## src/rtl/core/gyro_bias_calibrate_correct_defines.svh

```systemverilog
// Assertion macros for the gyro bias calibration RTL
`ifndef GYRO_BIAS_CALIBRATE_CORRECT_DEFINES_SVH
`define GYRO_BIAS_CALIBRATE_CORRECT_DEFINES_SVH

`ifndef ASSERT_OFF
// Property checked on every rising aclk edge outside reset
`define GBC_ASSERT(lbl, prop, msg) \
    lbl: assert property (@(posedge aclk) disable iff (!aresetn) prop) else $error(msg);
// Condition that must never be seen outside reset
`define GBC_ASSERT_NEVER(lbl, cond, msg) \
    `GBC_ASSERT(lbl, !(cond), msg)
`else
`define GBC_ASSERT(lbl, prop, msg)
`define GBC_ASSERT_NEVER(lbl, cond, msg)
`endif

`endif

```

## src/rtl/core/gbc_pkg.sv

```systemverilog
// Constants, codes and reciprocal for the gyro bias calibration block
package gbc_pkg;

    // Samples summed per calibration run
    localparam int NUM_SAMPLES = 100;
    localparam int NUM_AXES    = 3;

    // Field widths
    localparam int RAW_W   = 16;
    localparam int RATE_W  = 21;
    localparam int SUM_W   = 24;
    localparam int COUNT_W = 10;
    localparam int LIMIT_W = 16;
    localparam int DIFF_W  = RATE_W + 1;
    localparam int MAG_W   = SUM_W + 4;   // |sum * 16|

    // Configuration port
    localparam int CFG_IDX_W  = 8;
    localparam int CFG_DATA_W = 16;

    // Stream widths (fields packed from bit 0, padded to whole bytes)
    localparam int S_TDATA_W = ((NUM_AXES * RAW_W + 7) / 8) * 8;
    localparam int M_TDATA_W = ((NUM_AXES * RATE_W + 7) / 8) * 8;
    localparam int M_TUSER_W = 8;

    // Division by NUM_SAMPLES as multiply by a rounded-up reciprocal.
    // With SHIFT this large the floor of the product is exact for |n| < 2^(MAG_W-1)+1.
    localparam int          SHIFT     = MAG_W + $clog2(NUM_SAMPLES);
    localparam logic [63:0] RECIP_64  = ((64'd1 << SHIFT) + NUM_SAMPLES - 1) / NUM_SAMPLES;
    localparam int          RECIP_W   = SHIFT - $clog2(NUM_SAMPLES) + 1;
    localparam logic [RECIP_W-1:0] RECIP = RECIP_W'(RECIP_64);
    localparam int          PROD_W    = MAG_W + RECIP_W;
    localparam int          QUOT_W    = PROD_W - SHIFT;

    // Result status codes
    typedef enum logic [1:0] {
        STATUS_CALIB   = 2'd0,
        STATUS_REJECT  = 2'd1,
        STATUS_ACCEPT  = 2'd2,
        STATUS_MEASURE = 2'd3
    } status_t;

    // Register indexes
    localparam logic [CFG_IDX_W-1:0] CFG_BIAS_LIMIT_X = CFG_IDX_W'(0);
    localparam logic [CFG_IDX_W-1:0] CFG_BIAS_LIMIT_Y = CFG_IDX_W'(1);
    localparam logic [CFG_IDX_W-1:0] CFG_BIAS_LIMIT_Z = CFG_IDX_W'(2);
    localparam logic [CFG_IDX_W-1:0] CFG_Z_DEADBAND   = CFG_IDX_W'(3);

    // Register reset values
    localparam logic [LIMIT_W-1:0] BIAS_LIMIT_X_RST = LIMIT_W'(3936);
    localparam logic [LIMIT_W-1:0] BIAS_LIMIT_Y_RST = LIMIT_W'(1312);
    localparam logic [LIMIT_W-1:0] BIAS_LIMIT_Z_RST = LIMIT_W'(472);
    localparam logic [LIMIT_W-1:0] Z_DEADBAND_RST   = LIMIT_W'(79);

endpackage

```

## src/rtl/core/gyro_bias_calibrate_correct.sv

```systemverilog
// Gyro zero-rate bias calibration and bias correction, top level
//
//  channel | dir | handshake          | payload
//  --------+-----+--------------------+-------------------------------------------
//  s_      | in  | s_tvalid/s_tready  | tdata: raw_x, raw_y, raw_z
//  m_      | out | m_tvalid/m_tready  | tdata: rate_x, rate_y, rate_z; tuser: status
//  cfg_    | in  | cfg_valid/cfg_ready| cfg_index, cfg_data (bias limits, deadband)
//
// One sample per cycle while s_tready is high; its result is registered and appears
// the next cycle. The sample that completes a calibration run passes through S_MUL,
// which registers the divide-by-NUM_SAMPLES multiply, and S_DEC, which makes the limit
// check once m_ is free; no sample is taken meanwhile (once every NUM_SAMPLES samples).
// aresetn is synchronous, active low; it restarts calibration.
// A stalled m_ side holds its result and drops s_tready until taken.
`include "gyro_bias_calibrate_correct_defines.svh"

module gyro_bias_calibrate_correct (
    input  logic                              aclk,
    input  logic                              aresetn,
    // raw_x [15:0], raw_y [31:16], raw_z [47:32]
    input  logic [gbc_pkg::S_TDATA_W-1:0]     s_tdata,
    input  logic                              s_tvalid,
    output logic                              s_tready,
    // rate_x [20:0], rate_y [41:21], rate_z [62:42], zero pad [63]
    output logic [gbc_pkg::M_TDATA_W-1:0]     m_tdata,
    // status [1:0], zero pad [7:2]
    output logic [gbc_pkg::M_TUSER_W-1:0]     m_tuser,
    output logic                              m_tvalid,
    input  logic                              m_tready,
    input  logic                              cfg_valid,
    output logic                              cfg_ready,
    input  logic [gbc_pkg::CFG_IDX_W-1:0]     cfg_index,
    input  logic [gbc_pkg::CFG_DATA_W-1:0]    cfg_data
);
    import gbc_pkg::*;

    typedef enum logic [1:0] {
        S_RUN,
        S_MUL,
        S_DEC
    } state_t;

    state_t               state_reg;
    logic [LIMIT_W-1:0]   limit_reg [NUM_AXES];
    logic [LIMIT_W-1:0]   z_deadband_reg;
    logic [SUM_W-1:0]     sum_reg   [NUM_AXES];
    logic [COUNT_W-1:0]   sample_count_reg;
    logic [RATE_W-1:0]    bias_reg  [NUM_AXES];
    logic                 calibrated_reg;
    logic [PROD_W-1:0]    prod_reg  [NUM_AXES];
    logic                 neg_reg   [NUM_AXES];
    logic [RATE_W-1:0]    rate_reg  [NUM_AXES];
    status_t              status_reg;
    logic                 m_tvalid_reg;

    logic [RAW_W-1:0]     raw       [NUM_AXES];
    logic [SUM_W-1:0]     sum_next  [NUM_AXES];
    logic [PROD_W-1:0]    prod_next [NUM_AXES];
    logic                 neg_next  [NUM_AXES];
    logic [RATE_W-1:0]    rate_next [NUM_AXES];
    logic [RATE_W-1:0]    bias_next [NUM_AXES];
    logic [NUM_AXES-1:0]  within_limit;
    logic [COUNT_W-1:0]   sample_count_next;
    logic                 out_free;
    logic                 in_fire;
    logic                 result_load;

    // Handshake
    assign out_free  = !m_tvalid_reg || m_tready;
    assign s_tready  = (state_reg == S_RUN) && out_free;
    assign in_fire   = s_tvalid && s_tready;
    assign cfg_ready = 1'b1;

    assign sample_count_next = sample_count_reg + COUNT_W'(1);

    // New result: every sample transfer but the one ending a run, and each decision
    assign result_load = (in_fire && (calibrated_reg ||
                                      sample_count_next != COUNT_W'(NUM_SAMPLES)))
                       || (state_reg == S_DEC && out_free);

    // Per-axis datapath: accumulate, divide stage, limit check, correction
    always_comb begin
        logic [MAG_W-1:0]  scaled;
        logic [MAG_W-1:0]  mag;
        logic [QUOT_W-1:0] quot;
        logic [MAG_W-1:0]  quot_ext;
        logic [MAG_W-1:0]  bias_wide;
        logic [DIFF_W-1:0] diff;
        logic [DIFF_W-1:0] diff_mag;
        for (int i = 0; i < NUM_AXES; i++) begin
            raw[i]      = s_tdata[i*RAW_W +: RAW_W];
            sum_next[i] = sum_reg[i] + {{(SUM_W-RAW_W){raw[i][RAW_W-1]}}, raw[i]};

            // |sum * 16| times the reciprocal
            scaled       = {sum_reg[i], 4'b0000};
            neg_next[i]  = scaled[MAG_W-1];
            mag          = neg_next[i] ? (~scaled + MAG_W'(1)) : scaled;
            prod_next[i] = PROD_W'(mag) * PROD_W'(RECIP);

            // Quotient is the bias magnitude; restore the sign
            quot            = prod_reg[i][SHIFT +: QUOT_W];
            within_limit[i] = quot < QUOT_W'(limit_reg[i]);
            quot_ext        = MAG_W'(quot);
            bias_wide       = neg_reg[i] ? (~quot_ext + MAG_W'(1)) : quot_ext;
            bias_next[i]    = bias_wide[RATE_W-1:0];

            // raw * 16 - bias
            diff = {{(DIFF_W-RAW_W-4){raw[i][RAW_W-1]}}, raw[i], 4'b0000}
                 - {bias_reg[i][RATE_W-1], bias_reg[i]};
            diff_mag     = diff[DIFF_W-1] ? (~diff + DIFF_W'(1)) : diff;
            rate_next[i] = diff[RATE_W-1:0];
            // Deadband on z only
            if (i == NUM_AXES - 1 && diff_mag < DIFF_W'(z_deadband_reg)) begin
                rate_next[i] = '0;
            end
        end
    end

    // Configuration registers
    always_ff @(posedge aclk) begin
        if (!aresetn) begin
            limit_reg[0]   <= BIAS_LIMIT_X_RST;
            limit_reg[1]   <= BIAS_LIMIT_Y_RST;
            limit_reg[2]   <= BIAS_LIMIT_Z_RST;
            z_deadband_reg <= Z_DEADBAND_RST;
        end else if (cfg_valid && cfg_ready) begin
            case (cfg_index)
                CFG_BIAS_LIMIT_X: limit_reg[0]   <= cfg_data;
                CFG_BIAS_LIMIT_Y: limit_reg[1]   <= cfg_data;
                CFG_BIAS_LIMIT_Z: limit_reg[2]   <= cfg_data;
                CFG_Z_DEADBAND:   z_deadband_reg <= cfg_data;
                default: ;
            endcase
        end
    end

    // Control, calibration state and result register
    always_ff @(posedge aclk) begin
        if (!aresetn) begin
            state_reg        <= S_RUN;
            m_tvalid_reg     <= 1'b0;
            calibrated_reg   <= 1'b0;
            sample_count_reg <= '0;
            for (int i = 0; i < NUM_AXES; i++) begin
                sum_reg[i]  <= '0;
                bias_reg[i] <= '0;
            end
        end else begin
            if (result_load) begin
                m_tvalid_reg <= 1'b1;
            end else if (m_tready) begin
                m_tvalid_reg <= 1'b0;
            end
            case (state_reg)
                S_RUN: begin
                    if (in_fire) begin
                        if (calibrated_reg) begin
                            for (int i = 0; i < NUM_AXES; i++) begin
                                rate_reg[i] <= rate_next[i];
                            end
                            status_reg   <= STATUS_MEASURE;
                        end else begin
                            for (int i = 0; i < NUM_AXES; i++) begin
                                sum_reg[i] <= sum_next[i];
                            end
                            if (sample_count_next == COUNT_W'(NUM_SAMPLES)) begin
                                // run complete: result follows from the divide
                                sample_count_reg <= '0;
                                state_reg        <= S_MUL;
                            end else begin
                                sample_count_reg <= sample_count_next;
                                for (int i = 0; i < NUM_AXES; i++) begin
                                    rate_reg[i] <= '0;
                                end
                                status_reg   <= STATUS_CALIB;
                            end
                        end
                    end
                end
                S_MUL: begin
                    for (int i = 0; i < NUM_AXES; i++) begin
                        prod_reg[i] <= prod_next[i];
                        neg_reg[i]  <= neg_next[i];
                    end
                    state_reg <= S_DEC;
                end
                S_DEC: begin
                    if (out_free) begin
                        if (&within_limit) begin
                            for (int i = 0; i < NUM_AXES; i++) begin
                                bias_reg[i] <= bias_next[i];
                            end
                            calibrated_reg <= 1'b1;
                            status_reg     <= STATUS_ACCEPT;
                        end else begin
                            for (int i = 0; i < NUM_AXES; i++) begin
                                sum_reg[i] <= '0;
                            end
                            status_reg <= STATUS_REJECT;
                        end
                        for (int i = 0; i < NUM_AXES; i++) begin
                            rate_reg[i] <= '0;
                        end
                        state_reg    <= S_RUN;
                    end
                end
                default: state_reg <= S_RUN;
            endcase
        end
    end

    // Output packing
    assign m_tvalid = m_tvalid_reg;
    assign m_tdata  = M_TDATA_W'({rate_reg[2], rate_reg[1], rate_reg[0]});
    assign m_tuser  = M_TUSER_W'(status_reg);

    // Checks
    `GBC_ASSERT(a_calib_holds, $past(aresetn) && $past(calibrated_reg) |-> calibrated_reg, "calibration lost without reset")
    `GBC_ASSERT(a_measure_only_calib, m_tvalid_reg && status_reg == STATUS_MEASURE |-> calibrated_reg, "measurement result before calibration")
    `GBC_ASSERT(a_accept_result, $rose(calibrated_reg) |-> m_tvalid_reg && status_reg == STATUS_ACCEPT, "accepted calibration without result")
    `GBC_ASSERT(a_dec_result, state_reg == S_DEC && out_free |=> m_tvalid_reg && (status_reg == STATUS_ACCEPT || status_reg == STATUS_REJECT), "decision result missing")
    `GBC_ASSERT_NEVER(a_count_range, sample_count_reg >= COUNT_W'(NUM_SAMPLES), "sample count past run length")

endmodule

```

## config.mk

```make
export PLATFORM = sky130hd
export DESIGN_NAME = gyro_bias_calibrate_correct
export DESIGN_NICKNAME = d
export VERILOG_FILES = /design/src/rtl/core/gbc_pkg.sv /design/src/rtl/core/gyro_bias_calibrate_correct.sv
export VERILOG_INCLUDE_DIRS = /design/src /design/src/rtl/core
export SDC_FILE = /design/constraint.sdc
export NUM_CORES = 2
export LEC_CHECK = 0
export ABC_AREA = 1
export BUFFER_PORTS_ARGS = -buffer_cell sky130_fd_sc_hd__buf_4
export CAP_MARGIN = 10
export CORE_MARGIN = 2
export CORE_UTILIZATION = 55
export CTS_CLUSTER_DIAMETER = 60
export DETAILED_ROUTE_END_ITERATION = 7
export PLACE_DENSITY = 0.72
export SLEW_MARGIN = 5
export SYNTH_ARGS = -nofsm -noshare
export SYNTH_HDL_FRONTEND = slang
export SYNTH_SLANG_ARGS = --single-unit
export TNS_END_PERCENT = 100
```

## constraint.sdc

```tcl
create_clock -name aclk -period 20.1 [get_ports aclk]
set_input_delay 4.02 -clock aclk [delete_from_list [all_inputs] [get_ports aclk]]
set_output_delay 4.02 -clock aclk [all_outputs]
set_load 0.02 [all_outputs]
```

==> results.py <==
metrics = {
    "clocking": {
        "htreeDepth": 2,
        "cts-hold-fix-buffers": 0,
        "clk_latency_ps": 590,
        "cts.clk_slew.worst_paths_ps": 60,
        "cts_made_buffers": 41,
        "post_cts_buffers": 0,
        "cts-root-buf": "clkbuf_16",
        "cts_max_path_buffers": 3,
        "tritoncts": "done",
        "cts.sinks": 347,
        "ctsResizeCount": 0,
    },
    "timing": {
        "slew_headroom": 0.1869,
        "min_period_over_period": 0.4395,
        "setup_violations": 0,
        "tightest_slew_ps": 1215,
        "rsz0062_at_grt": "no",
        "post-route-min-period_ps": 8835,
        "timing.fmax_mhz": 113.2,
        "hold_viol_final": 0,
        "fin_setup_tns_ps": 0,
        "drv_slew": 0,
        "skew_ps": 33.96,
    },
    "floorplanning": {
        "coreArea_um2": 103600,
        "row_count": 118,
        "start_util": 0.5547,
        "die_w_um": 327.3,
        "die_area_um2": 107100,
        "die_h_um": 327.3,
        "ios": 152,
    },
    "global_route": {
        "overflow": 0,
        "grt_max_degree": 70,
        "gr-max-usage-layer": "met2",
        "grt_pass1_vias": 46500,
        "antenna_found_initial": 3,
        "grt_use_met1": 0.4306,
        "grt_pass1_wl_um": 255300,
        "groute.layer.met3.usage": 0.03524,
        "use_met2": 0.4936,
        "grt.total_usage": 0.3061,
    },
    "synth": {
        "syn_inst": 6920,
        "ys_types": 55,
        "ys.warnings.count": 0,
        "yosysSeqAreaShare": 0.1760,
        "ys_ff_latch": 347,
        "async_reset_ff_frac": 0,
        "synth_edf_count": 317,
        "syn_area_um2": 57490,
        "ys.flop_type": "edfxtp_1",
        "synth_area_per_cell_um2": 8.308,
    },
    "detailed_routing": {
        "drt-wirelength-per-cell_um": 19.04,
        "drc_errors": 0,
        "vias_per_cell": 5.403,
        "drtPass1Iterations": 6,
        "ant_nets": 0,
        "drt_iter0_markers": 3664,
        "vias": 45990,
        "drt-total-wl_um": 162100,
    },
    "critical_path": {
        "reg2reg_slack_ps": 11320,
        "reg2regPathDepth": 35,
        "reg2reg_to": "prod_reg[0][155]",
        "crit-reg2reg-launch": "sum_reg[0][48]",
        "arrival_ps": 4810,
        "cp.required_ps": 16080,
        "critPathCaptureType": "output port",
        "critPathLaunchType": "input port",
        "crit_fanout": 5,
        "crit_type": "in -> out",
    },
    "run": {
        "drv_cap": 0,
    },
    "run_status": {
        "status": "finished, final reports clean",
    },
    "final_layout": {
        "drive_above_1_share": 0.05091,
        "syn_to_final_growth_pct": 7.521,
        "nNetsFinal": 8796,
        "largest_reg_flops": 72,
    },
    "hold_path": {
        "min_path_cells": 2,
        "min_to": "z_deadband_reg[14]",
        "hold_path.class": "reg -> reg",
        "worstHoldStart": "z_deadband_reg[14]",
    },
    "place": {
        "buffer_ports.inserted": 143,
        "gp_congestion": 0.9980,
        "dp_hpwl_um": 140900,
    },
}
-- cells by family (layout without fill, tap and decap cells) --
group / after synthesis / count (layout) / synth area share
buffers and inverters: 1924 / 2128 / 0.1267
AND/OR/NAND/NOR: 1878 / 1878 / 0.1374
adder cells (fa/ha/maj): 1619 / 1619 / 0.4328
AO/OA/AOI/OAI: 870 / 870 / 0.08416
flip-flops: 347 / 347 / 0.1760
XOR/XNOR: 280 / 280 / 0.04279
other: 2 / 9 / 0.0001306
-- cells in the mapped netlist (all sizes together) (9+ instances only) --
library cell     n  area, µm²
a211oi           9      67.56
a21o            10      75.07
a21oi          429       2147
a31oi           47      294.0
buf             23      148.9
clkbuf          27      101.4
dfxtp           30      600.6
edfxtp         317       9519
fa             616      12330
ha            1003      12550
inv           1872       7027
nand2          841       3187
nand3          170      870.8
nand3b          15      116.4
nand4           53      331.6
nor2           630       2392
nor3            57      290.3
nor4            31      193.9
o211ai          29      217.7
o21a            37      277.8
o21ai          241       1206
o21bai          10      86.33
o221ai          10      87.58
o31ai           19      142.6
or2             68      425.4
xnor2           79      691.9
xor2           201       1768
-- metrics by stage --
step / instances / area (µm²) / worst slack, ps / hold WS (ps) / util
floorplan: 6926 / 57510 / 9627 / 420.6 / -
global placement: 8437 / 60420 / 11300 / 453.7 / 0.5830
detailed placement: 8437 / 60420 / 11280 / 460.1 / 0.5830
CTS: 8510 / 61810 / 11280 / 469.5 / 0.5964
global route: 8511 / 61820 / 10520 / 488.2 / 0.5964
finish: 8511 / 61820 / 11270 / 463.1 / 0.5964
-- cell type report --
type	instances	area (µm²)
clock inverter	23	215.2
tap	1380	1727
inverter	1874	7034
antenna	1	2.502
fill	9412	41830
sequential	347	10120
clock buffer	50	1175
timing repair buffer	181	1359
multi-input combinational	4655	40180
-- layout by cell type, fill, tap and decap left out, types with 37 or more instances in the layout --
master and count:
fa_1 616, nand4_1 53, o21a_1 37, a31oi_1 47, edfxtp_1 317, nand2_1 827
ha_1 1003, o21ai_0 234, xor2_1 199, nor3_1 56, or2_2 66, a21oi_1 428
buf_4 181, xnor2_1 78, nand3_1 166, nor2_1 620, clkbuf_16 45, inv_1 1867
-- routing by layer --
metal / vias up / part of all wire
li1: 22150 / -
met1: 22090 / 0.45
met2: 1477 / 0.45
met3: 269 / 0.066
met4: 2 / 0.035
met5: - / 0.000080
-- critical path: stages --
cell	delay, ps
buf_4	110
nor2_1	340
nor2_1	150
buf_4	190
-- worst max path at each step --
stage	from	depth (start not counted)	slack (ps)	to
finish	m_tready	4	11270	s_tready
global route	sum_reg[0][48]	34	10520	prod_reg[0][157]
CTS	m_tready	4	11280	s_tready
detailed placement	m_tready	4	11280	s_tready
global placement	m_tready	4	11300	s_tready
floorplan	aresetn	5	9630	sum_reg[0][0]
Power is left out: the tool's default activity adds up to more than one toggle a clock period on the data nets, which glitch-free logic cannot reach.
